===== src/design/rse_pkg.sv =====
`default_nettype none

package rse_pkg;

  // fixed field widths
  localparam int DATA_W  = 32;
  localparam int KIND_W  = 3;
  localparam int DEPTH_W = 5;
  localparam int STAT_W  = 3;

  // default sizing
  localparam int STACK_DEPTH_DEF = 16;
  localparam int FRAC_BITS_DEF   = 16;

  // saturation limits
  localparam logic [DATA_W-1:0] SAT_MAX = 32'h7FFF_FFFF;
  localparam logic [DATA_W-1:0] SAT_MIN = 32'h8000_0000;

  // token kinds
  typedef enum logic [KIND_W-1:0] {
    REQ_NUM  = 3'd0,
    REQ_ADD  = 3'd1,
    REQ_SUB  = 3'd2,
    REQ_MUL  = 3'd3,
    REQ_DIV  = 3'd4,
    REQ_STOP = 3'd5
  } req_kind_t;

  // result status codes
  typedef enum logic [STAT_W-1:0] {
    STAT_OK    = 3'd0,
    STAT_UNDER = 3'd1,
    STAT_OVER  = 3'd2,
    STAT_DIVZ  = 3'd3,
    STAT_SAT   = 3'd4
  } stat_t;

  // what the finishing cycle does to the stack
  typedef enum logic [1:0] {
    ACT_REJECT,
    ACT_PUSH,
    ACT_BINOP,
    ACT_STOP
  } act_t;

  // controller states
  typedef enum logic [2:0] {
    S_IDLE,
    S_DECODE,
    S_OPERAND,
    S_MUL,
    S_DIV,
    S_FINISH
  } state_t;

  // controller to datapath
  typedef struct packed {
    logic  load_req;
    logic  mem_rd;
    logic  exec;
    logic  div_start;
    logic  mul_fin;
    logic  div_fin;
    logic  commit;
    act_t  act;
    stat_t fault;
  } ctrl_cmd_t;

  // datapath to controller
  typedef struct packed {
    logic [KIND_W-1:0] kind;
    logic              sp_zero;
    logic              sp_lt2;
    logic              sp_full;
    logic              div_skip;
    logic              div_done;
    logic              out_free;
  } dp_stat_t;

endpackage

`default_nettype wire


===== src/design/rse_div.sv =====
`default_nettype none

module rse_div (
  input  logic                         clk,
  input  logic                         rst,
  input  logic                         start,
  input  logic [rse_pkg::DATA_W-1:0]   dividend_hi,
  input  logic [rse_pkg::DATA_W-1:0]   dividend_lo,
  input  logic [rse_pkg::DATA_W-1:0]   divisor,
  output logic                         done,
  output logic [rse_pkg::DATA_W-1:0]   quotient
);

  localparam int DW    = rse_pkg::DATA_W;
  localparam int CNT_W = $clog2(DW + 1);

  logic [DW-1:0]    rem;
  logic [DW-1:0]    quo;
  logic [DW-1:0]    den;
  logic [CNT_W-1:0] cnt;
  logic             busy;

  logic [DW:0] rem_shift;
  logic [DW:0] rem_diff;
  logic        take;

  // one restoring step: shift in the next dividend bit, subtract if it fits
  always_comb begin
    rem_shift = {rem, quo[DW-1]};
    rem_diff  = rem_shift - {1'b0, den};
    take      = (rem_shift >= {1'b0, den});
  end

  // iteration control
  always_ff @(posedge clk) begin
    if (rst) begin
      busy <= 1'b0;
      done <= 1'b0;
      cnt  <= '0;
    end else begin
      done <= busy && (cnt == CNT_W'(1));
      if (start) begin
        busy <= 1'b1;
        cnt  <= CNT_W'(DW);
      end else if (busy) begin
        cnt <= cnt - CNT_W'(1);
        if (cnt == CNT_W'(1)) begin
          busy <= 1'b0;
        end
      end
    end
  end

  // remainder and quotient shift registers
  always_ff @(posedge clk) begin
    if (start) begin
      rem <= dividend_hi;
      quo <= dividend_lo;
      den <= divisor;
    end else if (busy) begin
      rem <= take ? rem_diff[DW-1:0] : rem_shift[DW-1:0];
      quo <= {quo[DW-2:0], take};
    end
  end

  assign quotient = quo;

endmodule

`default_nettype wire


===== src/design/rse_ctrl.sv =====
`default_nettype none

module rse_ctrl (
  input  logic                  clk,
  input  logic                  rst,
  input  logic                  in_valid,
  output logic                  in_stall,
  input  rse_pkg::dp_stat_t     dstat,
  output rse_pkg::ctrl_cmd_t    cmd
);

  rse_pkg::state_t state, state_next;
  rse_pkg::act_t   act, act_next;
  rse_pkg::stat_t  fault, fault_next;

  // state register
  always_ff @(posedge clk) begin
    if (rst) begin
      state <= rse_pkg::S_IDLE;
      act   <= rse_pkg::ACT_REJECT;
      fault <= rse_pkg::STAT_OK;
    end else begin
      state <= state_next;
      act   <= act_next;
      fault <= fault_next;
    end
  end

  // next state and commands
  always_comb begin
    state_next = state;
    act_next   = act;
    fault_next = fault;
    cmd        = '0;
    cmd.act    = act;
    cmd.fault  = fault;
    in_stall   = (state != rse_pkg::S_IDLE);

    case (state)
      rse_pkg::S_IDLE: begin
        if (in_valid) begin
          cmd.load_req = 1'b1;
          state_next   = rse_pkg::S_DECODE;
        end
      end

      // check stack bounds, fetch the second operand for operators
      rse_pkg::S_DECODE: begin
        act_next   = rse_pkg::ACT_REJECT;
        fault_next = rse_pkg::STAT_OK;
        state_next = rse_pkg::S_FINISH;
        case (dstat.kind)
          rse_pkg::REQ_NUM: begin
            if (dstat.sp_full) begin
              fault_next = rse_pkg::STAT_OVER;
            end else begin
              act_next = rse_pkg::ACT_PUSH;
            end
          end
          rse_pkg::REQ_ADD, rse_pkg::REQ_SUB, rse_pkg::REQ_MUL, rse_pkg::REQ_DIV: begin
            if (dstat.sp_lt2) begin
              fault_next = rse_pkg::STAT_UNDER;
            end else begin
              cmd.mem_rd = 1'b1;
              act_next   = rse_pkg::ACT_BINOP;
              state_next = rse_pkg::S_OPERAND;
            end
          end
          rse_pkg::REQ_STOP: begin
            if (dstat.sp_zero) begin
              fault_next = rse_pkg::STAT_UNDER;
            end else begin
              act_next = rse_pkg::ACT_STOP;
            end
          end
          default: ;
        endcase
      end

      // both operands present: run the arithmetic
      rse_pkg::S_OPERAND: begin
        cmd.exec   = 1'b1;
        state_next = rse_pkg::S_FINISH;
        case (dstat.kind)
          rse_pkg::REQ_MUL: begin
            state_next = rse_pkg::S_MUL;
          end
          rse_pkg::REQ_DIV: begin
            if (!dstat.div_skip) begin
              cmd.div_start = 1'b1;
              state_next    = rse_pkg::S_DIV;
            end
          end
          default: ;
        endcase
      end

      rse_pkg::S_MUL: begin
        cmd.mul_fin = 1'b1;
        state_next  = rse_pkg::S_FINISH;
      end

      rse_pkg::S_DIV: begin
        if (dstat.div_done) begin
          cmd.div_fin = 1'b1;
          state_next  = rse_pkg::S_FINISH;
        end
      end

      // update the stack once the output register is free
      rse_pkg::S_FINISH: begin
        if (dstat.out_free) begin
          cmd.commit = 1'b1;
          state_next = rse_pkg::S_IDLE;
        end
      end

      default: begin
        state_next = rse_pkg::S_IDLE;
      end
    endcase
  end

endmodule

`default_nettype wire


===== src/design/rse_dpath.sv =====
`default_nettype none

module rse_dpath #(
  parameter int STACK_DEPTH = rse_pkg::STACK_DEPTH_DEF,
  parameter int FRAC_BITS   = rse_pkg::FRAC_BITS_DEF
) (
  input  logic                                clk,
  input  logic                                rst,
  input  logic [rse_pkg::KIND_W-1:0]          req_type,
  input  logic signed [rse_pkg::DATA_W-1:0]   operand_value,
  input  rse_pkg::ctrl_cmd_t                  cmd,
  output rse_pkg::dp_stat_t                   dstat,
  input  logic                                out_stall,
  output logic                                out_valid,
  output logic signed [rse_pkg::DATA_W-1:0]   top_value,
  output logic [rse_pkg::DEPTH_W-1:0]         stack_depth,
  output logic [rse_pkg::STAT_W-1:0]          status,
  output logic                                answer_valid
);

  localparam int DW    = rse_pkg::DATA_W;
  localparam int PW    = 2 * DW;
  localparam int PTR_W = $clog2(STACK_DEPTH + 1);
  localparam int IDX_W = $clog2(STACK_DEPTH);
  localparam int OD_W  = rse_pkg::DEPTH_W;

  // request and stack state
  logic [rse_pkg::KIND_W-1:0] kind;
  logic signed [DW-1:0]       val;
  logic [PTR_W-1:0]           sp;
  logic signed [DW-1:0]       tos;
  logic [DW-1:0]              mem [STACK_DEPTH];
  logic signed [DW-1:0]       rd_data;

  // arithmetic results
  logic signed [DW-1:0] res;
  rse_pkg::stat_t       res_stat;
  logic signed [PW-1:0] prod;

  // output register
  logic signed [DW-1:0] out_top;
  logic [OD_W-1:0]      out_depth;
  rse_pkg::stat_t       out_stat;
  logic                 out_ans;

  logic [PTR_W-1:0]       sp_m1;
  logic [PTR_W-1:0]       sp_m2;
  logic signed [DW-1:0]   opa;
  logic signed [DW-1:0]   opb;
  logic signed [DW:0]     addsub;
  logic                   addsub_ovf;
  logic [DW-1:0]          mag_a;
  logic [DW-1:0]          mag_b;
  logic [PW-1:0]          num;
  logic                   b_zero;
  logic                   div_ovf;
  logic                   div_neg;
  logic signed [PW-1:0]   mul_shift;
  logic                   mul_ovf;
  logic [DW-1:0]          quot;
  logic                   div_done;
  logic [PTR_W-1:0]       sp_after;
  logic signed [DW-1:0]   top_after;
  rse_pkg::stat_t         stat_after;
  logic [PTR_W+OD_W-1:0]  depth_ext;

  // operand a comes from memory, b is the cached top of stack
  always_comb begin
    sp_m1      = sp - PTR_W'(1);
    sp_m2      = sp - PTR_W'(2);
    opa        = rd_data;
    opb        = tos;
    addsub     = (kind == rse_pkg::REQ_SUB) ? ({opa[DW-1], opa} - {opb[DW-1], opb})
                                            : ({opa[DW-1], opa} + {opb[DW-1], opb});
    addsub_ovf = (addsub[DW] != addsub[DW-1]);
    mag_a      = opa[DW-1] ? (~opa + DW'(1)) : opa;
    mag_b      = opb[DW-1] ? (~opb + DW'(1)) : opb;
    num        = {{DW{1'b0}}, mag_a} << FRAC_BITS;
    b_zero     = (opb == '0);
    div_ovf    = (num[PW-1:DW] >= mag_b);
    div_neg    = opa[DW-1] ^ opb[DW-1];
    mul_shift  = prod >>> FRAC_BITS;
    mul_ovf    = !((&mul_shift[PW-1:DW-1]) || !(|mul_shift[PW-1:DW-1]));
  end

  rse_div u_div (
    .clk         (clk),
    .rst         (rst),
    .start       (cmd.div_start),
    .dividend_hi (num[PW-1:DW]),
    .dividend_lo (num[DW-1:0]),
    .divisor     (mag_b),
    .done        (div_done),
    .quotient    (quot)
  );

  // status toward the controller
  always_comb begin
    dstat.kind     = kind;
    dstat.sp_zero  = (sp == '0);
    dstat.sp_lt2   = (sp < PTR_W'(2));
    dstat.sp_full  = (sp == PTR_W'(STACK_DEPTH));
    dstat.div_skip = b_zero || div_ovf;
    dstat.div_done = div_done;
    dstat.out_free = !out_valid || !out_stall;
  end

  // stack after this item and the result it reports
  always_comb begin
    sp_after   = sp;
    top_after  = dstat.sp_zero ? '0 : tos;
    stat_after = cmd.fault;
    case (cmd.act)
      rse_pkg::ACT_PUSH: begin
        sp_after   = sp + PTR_W'(1);
        top_after  = val;
        stat_after = rse_pkg::STAT_OK;
      end
      rse_pkg::ACT_BINOP: begin
        sp_after   = sp_m1;
        top_after  = res;
        stat_after = res_stat;
      end
      rse_pkg::ACT_STOP: begin
        sp_after   = '0;
        top_after  = tos;
        stat_after = rse_pkg::STAT_OK;
      end
      default: ;
    endcase
    depth_ext = {{OD_W{1'b0}}, sp_after};
  end

  // request latch, operand fetch and stack storage
  always_ff @(posedge clk) begin
    if (cmd.load_req) begin
      kind <= req_type;
      val  <= operand_value;
    end
    if (cmd.mem_rd) begin
      rd_data <= mem[sp_m2[IDX_W-1:0]];
    end
    if (cmd.commit && (cmd.act == rse_pkg::ACT_PUSH) && !dstat.sp_zero) begin
      mem[sp_m1[IDX_W-1:0]] <= tos;
    end
    if (cmd.commit && (cmd.act == rse_pkg::ACT_PUSH)) begin
      tos <= val;
    end else if (cmd.commit && (cmd.act == rse_pkg::ACT_BINOP)) begin
      tos <= res;
    end
  end

  // arithmetic
  always_ff @(posedge clk) begin
    if (cmd.exec) begin
      case (kind)
        rse_pkg::REQ_ADD, rse_pkg::REQ_SUB: begin
          if (addsub_ovf) begin
            res      <= addsub[DW] ? rse_pkg::SAT_MIN : rse_pkg::SAT_MAX;
            res_stat <= rse_pkg::STAT_SAT;
          end else begin
            res      <= addsub[DW-1:0];
            res_stat <= rse_pkg::STAT_OK;
          end
        end
        rse_pkg::REQ_MUL: begin
          prod <= opa * opb;
        end
        rse_pkg::REQ_DIV: begin
          if (b_zero) begin
            res      <= opa[DW-1] ? rse_pkg::SAT_MIN : rse_pkg::SAT_MAX;
            res_stat <= rse_pkg::STAT_DIVZ;
          end else if (div_ovf) begin
            res      <= div_neg ? rse_pkg::SAT_MIN : rse_pkg::SAT_MAX;
            res_stat <= rse_pkg::STAT_SAT;
          end
        end
        default: ;
      endcase
    end
    // floor shift of the product is done above, clamp here
    if (cmd.mul_fin) begin
      if (mul_ovf) begin
        res      <= mul_shift[PW-1] ? rse_pkg::SAT_MIN : rse_pkg::SAT_MAX;
        res_stat <= rse_pkg::STAT_SAT;
      end else begin
        res      <= mul_shift[DW-1:0];
        res_stat <= rse_pkg::STAT_OK;
      end
    end
    // apply sign to the quotient magnitude
    if (cmd.div_fin) begin
      if (div_neg) begin
        if (quot > rse_pkg::SAT_MIN) begin
          res      <= rse_pkg::SAT_MIN;
          res_stat <= rse_pkg::STAT_SAT;
        end else begin
          res      <= ~quot + DW'(1);
          res_stat <= rse_pkg::STAT_OK;
        end
      end else begin
        if (quot[DW-1]) begin
          res      <= rse_pkg::SAT_MAX;
          res_stat <= rse_pkg::STAT_SAT;
        end else begin
          res      <= quot;
          res_stat <= rse_pkg::STAT_OK;
        end
      end
    end
  end

  // stack pointer and output valid
  always_ff @(posedge clk) begin
    if (rst) begin
      sp        <= '0;
      out_valid <= 1'b0;
    end else begin
      if (cmd.commit) begin
        sp        <= sp_after;
        out_valid <= 1'b1;
      end else if (!out_stall) begin
        out_valid <= 1'b0;
      end
    end
  end

  // output payload
  always_ff @(posedge clk) begin
    if (cmd.commit) begin
      out_top   <= top_after;
      out_depth <= depth_ext[OD_W-1:0];
      out_stat  <= stat_after;
      out_ans   <= (cmd.act == rse_pkg::ACT_STOP);
    end
  end

  assign top_value    = out_top;
  assign stack_depth  = out_depth;
  assign status       = out_stat;
  assign answer_valid = out_ans;

endmodule

`default_nettype wire


===== src/design/rpn_stack_evaluator_unit.sv =====
`default_nettype none

// channel  direction  handshake            payload
// in       input      in_valid / in_stall    req_type, operand_value
// out      output     out_valid / out_stall  top_value, stack_depth, status, answer_valid
//
// one item at a time: number, stop and rejected tokens go through decode and finish;
// add and subtract also through operand, multiply through operand and mul, divide through
// operand and, unless skipped, the bit-serial divider (one quotient bit per cycle).
// the operand below the top is read from the stack memory into a register.
// reset empties the stack and drops any pending result.
// a stalled result holds the next item in its finishing cycle until the output frees.

module rpn_stack_evaluator_unit #(
  parameter int STACK_DEPTH = rse_pkg::STACK_DEPTH_DEF,
  parameter int FRAC_BITS   = rse_pkg::FRAC_BITS_DEF
) (
  input  logic                                clk,
  input  logic                                rst,
  input  logic                                in_valid,
  output logic                                in_stall,
  input  logic [rse_pkg::KIND_W-1:0]          req_type,
  input  logic signed [rse_pkg::DATA_W-1:0]   operand_value,
  output logic                                out_valid,
  input  logic                                out_stall,
  output logic signed [rse_pkg::DATA_W-1:0]   top_value,
  output logic [rse_pkg::DEPTH_W-1:0]         stack_depth,
  output logic [rse_pkg::STAT_W-1:0]          status,
  output logic                                answer_valid
);

  rse_pkg::ctrl_cmd_t cmd;
  rse_pkg::dp_stat_t  dstat;

  // sequencing
  rse_ctrl u_ctrl (
    .clk      (clk),
    .rst      (rst),
    .in_valid (in_valid),
    .in_stall (in_stall),
    .dstat    (dstat),
    .cmd      (cmd)
  );

  // stack, arithmetic and output register
  rse_dpath #(
    .STACK_DEPTH (STACK_DEPTH),
    .FRAC_BITS   (FRAC_BITS)
  ) u_dpath (
    .clk           (clk),
    .rst           (rst),
    .req_type      (req_type),
    .operand_value (operand_value),
    .cmd           (cmd),
    .dstat         (dstat),
    .out_stall     (out_stall),
    .out_valid     (out_valid),
    .top_value     (top_value),
    .stack_depth   (stack_depth),
    .status        (status),
    .answer_valid  (answer_valid)
  );

endmodule

`default_nettype wire


===== config.mk =====
export PLATFORM = sky130hd
export DESIGN_NAME = rpn_stack_evaluator_unit
export DESIGN_NICKNAME = d
export VERILOG_FILES = /design/src/design/rse_pkg.sv /design/src/design/rse_div.sv /design/src/design/rse_ctrl.sv /design/src/design/rse_dpath.sv /design/src/design/rpn_stack_evaluator_unit.sv
export SDC_FILE = /design/constraint.sdc
export NUM_CORES = 2
export LEC_CHECK = 0
export CAP_MARGIN = 20
export CORE_AREA = 2 2 359 361
export DETAILED_ROUTE_END_ITERATION = 8
export DIE_AREA = 0 0 361 363
export DONT_BUFFER_PORTS = 1
export GPL_TIMING_DRIVEN = 1
export PLACE_DENSITY = 0.78
export SLEW_MARGIN = 20
export SYNTH_ARGS = -nofsm -noshare
export SYNTH_HDL_FRONTEND = slang
export SYNTH_SLANG_ARGS = --single-unit

===== constraint.sdc =====
create_clock -name clk -period 7.95 [get_ports clk]
set_input_delay 1.9875 -clock clk [delete_from_list [all_inputs] [get_ports clk]]
set_output_delay 1.9875 -clock clk [all_outputs]
set_load 0.05 [all_outputs]

==> run_results.csv <==
group,metric,value,unit
drt,ant_nets,0,
flow_run,cap_violations,0,
power,combPwrFrac,47.1,%
drt,drt_iter0_markers,5391,
power,power.density,216,nW/um^2
setup_path,end_kind,"flop",
finish,drive_gt1_share,12.8,%
yosys,avgSynthCellArea,11.5,um^2
yosys,syn_inst,6572,
setup_path,crit_buf_inv,7,
cts,htreeDepth,3,
yosys,synth_area,75600,um^2
global_routing,antenna_found_initial,2,
placement,gp_congestion,1.01,
global_routing,grt_overflow,0,
global_routing,grt_pass1_wl,333,mm
yosys,synth_area_leaders,"edfxtp_1 32%, fa_1 29%, inv_1 5.1%",
die,core_area,127000,um^2
drt,finalWirelength,219,mm
sta,slew_viol_final,0,
setup_path,cp.required,8.40,ns
yosys,syn-num-nets,7969,
die,num_io_pins,82,
cts,cts_buffer_depth,3,
yosys,seq_area_frac_synth,33.1,%
yosys,synth_enable_flop_cells,798,
drt,drc,2,
power,ir_worst_vdd,0.000269,V
yosys,yosysTopAreaCell,"edfxtp_1",
drt,vias,51991,
drt,first_pass_iters,9,
sta,min_period,7.76,ns
power,pwr-share-seq,29.8,%
yosys,synth_seq_cells,851,
yosys,postSynth.asyncResetShare,0,%
global_routing,grt_max_degree,89,
power,power.switching,0.00646,W
sta,finClkSkew,0.0310,ns
power,power.share.clock,23.2,%
global_routing,grt.total_usage,34.1,%
status,status,"finished with violations",
finish,areaGrowthSynthToFinish,10.0,%
sta,worst_slew_pin_slew,1.05,ns
sta,final.period_utilization,97.6,%
cts,cts_hold_buf,0,
setup_path,crit_fanout,5,
finish,largest_reg_flops,512,
setup_path,arrival,8.21,ns
power,leakage,34.7,nW
placement,dpl.hpwl,159,mm
sta,slew_headroom,30.3,%
setup_path,crit_top_cell,"fa_1",
sta,finalSetupViolCount,0,
sta,fmax,129,MHz
die,die_h,363,um
setup_path,cpPeakStageDelay,0.59,ns
setup_path,reg2reg_slack,0.19,ns
finish,most-common-layout-cells,"1075 x fa_1, 1013 x inv_1, 798 x edfxtp_1",
sta,finalHoldViolations,0,
power,p_int,0.0115,W
setup_path,cp_slowest_cell,"fa_1",
setup_path,crit_type,"flop to flop",
yosys,ys_types,89,
cts,cts_tree,"built",
die,num_rows,131,
power,switching_share,35.9,%
cts,path_clk_slew,0.06,ns
finish,nets,8048,
finish,mostFrequentLayoutCell,"fa_1",
die,start_util,59.5,%
placement,portBuffers,0,
die,die-area,131000,um^2
status,violations,"DRC",
cts,clockRootBuffer,"clkbuf_16",
yosys,synth_top_area_share,31.7,%
die,chipWidth,361,um
power,power,0.0180,W
sta,tns,0,ns
worst_hold_path,min_path_type,"flop to flop",
cts,cts_buffers,87,
yosys,synth-main-ff-cell,"edfxtp_1",
global_routing,grt_pass1_vias,55075,
drt,wl_per_cell,26.1,um
cts,clk_latency,0.72,ns
setup_path,start_kind,"flop",
drt,vias_per_cell,6.19,
cts,clkSinkCount,851,
setup_path,cp_top_family,"adder cells",
yosys,ys.warnings.count,0,
[worst min-delay path: stages (launching register included)]
cell and delay [ns]:
dfxtp_1 0.32, nand2_1 0.06, a21oi_1 0.05
[per-stage QoR]
stage	hold WS [ns]	setup WS [ns]	area (um^2)	util [%]	cells
after floorplan	0.432	0.0257	75700	-	6572
after global placement	0.441	-0.208	79700	62.8	8197
after detailed placement	0.453	-0.393	79700	62.8	8197
after CTS	0.461	0.0227	82700	65.1	8367
after global routing	0.486	-0.0250	83200	65.5	8386
final	0.469	0.187	83200	65.5	8395
[power groups by stage]
stage | clock (W) | sequential (W) | combinational [W]
6_report | 0.00417 | 0.00536 | 0.00847
3_3_place_gp | 0 | 0.00545 | 0.00774
4_1_cts | 0.00421 | 0.00536 | 0.00799
2_1_floorplan | 0 | 0.00542 | 0.00548
5_1_grt | 0.00437 | 0.00536 | 0.00934
3_5_place_dp | 0 | 0.00545 | 0.00787
[path summary, 6_finish.rpt]
path,from,to,cells after the start
setup / recovery,u_dpath.opb[5]$_DFFE_PP_,u_dpath.prod[44]$_DFFE_PP_,26
setup reg to reg,u_dpath.opb[5]$_DFFE_PP_,u_dpath.prod[44]$_DFFE_PP_,26
hold reg to reg,u_ctrl.fault[1]$_SDFFE_PP0N_,u_ctrl.fault[1]$_SDFFE_PP0N_,2
hold / removal,u_ctrl.fault[1]$_SDFFE_PP0N_,u_ctrl.fault[1]$_SDFFE_PP0N_,2
[logic make-up (layout without fill, tap and decap cells)]
logic type,after synthesis,after routing,synth area share [%]
compound gates,694,694,6.20
flops,851,851,33.1
other cells,0,9,0
xor+xnor,213,213,2.47
fa+ha+maj,1358,1358,33.2
buf+inv,1415,1567,7.10
mux,275,275,6.37
simple gates,1766,1766,11.6
[Yosys cell counts (7+ instances only)]
cell,count
fa_1,1083
inv_1,1021
edfxtp_1,798
nand2_1,698
and2_1,537
clkbuf_1,311
ha_1,275
nor2_1,215
a21oi_1,171
mux4_2,160
o21ai_0,142
xnor2_1,136
a21o_1,85
xor2_1,77
mux2i_1,66
buf_1,65
nor3_1,61
dfxtp_1,53
mux2_2,49
nand3_1,48
a221oi_1,46
or3_1,34
a211oi_1,31
nand2b_1,30
nand4_1,27
o31ai_1,24
and3_1,22
a31oi_1,21
nor4_1,21
o21a_1,18
a21oi_2,17
nor2b_1,17
o21bai_1,17
buf_2,11
o41ai_1,10
nand3b_1,9
a311oi_1,8
o211ai_1,8
o311ai_0,8
or2_2,8
or4_1,8
a21boi_0,7
a41oi_1,7
or4_4,7
[metal layers]
metal | track usage (%) | vias up | wire length, um
met4 | 18.5 | 4 | 13900
met3 | 5.95 | 665 | 19400
met5 | 0 | - | 27
li1 | - | 21723 | -
met1 | 44.5 | 26813 | 81500
met2 | 54.9 | 2786 | 104000
[area by class of cell]
cell class / instances / area [um^2]
inverter: 1024 / 3850
tap: 1662 / 2080
fill: 9208 / 43800
antenna: 9 / 22.5
multi-input combinational: 4306 / 45600
timing repair buffer: 381 / 3720
sequential: 851 / 25000
clock buffer: 112 / 2310
clock inverter: 50 / 558
[repair_timing]
action	in CTS	in global routing
resized for setup	8	69
endpoints found under the setup margin	15	19
setup buffers	8	16
pin swaps	0	25
gates cloned	0	2
Note: power is estimated with default switching activity, not from simulation.
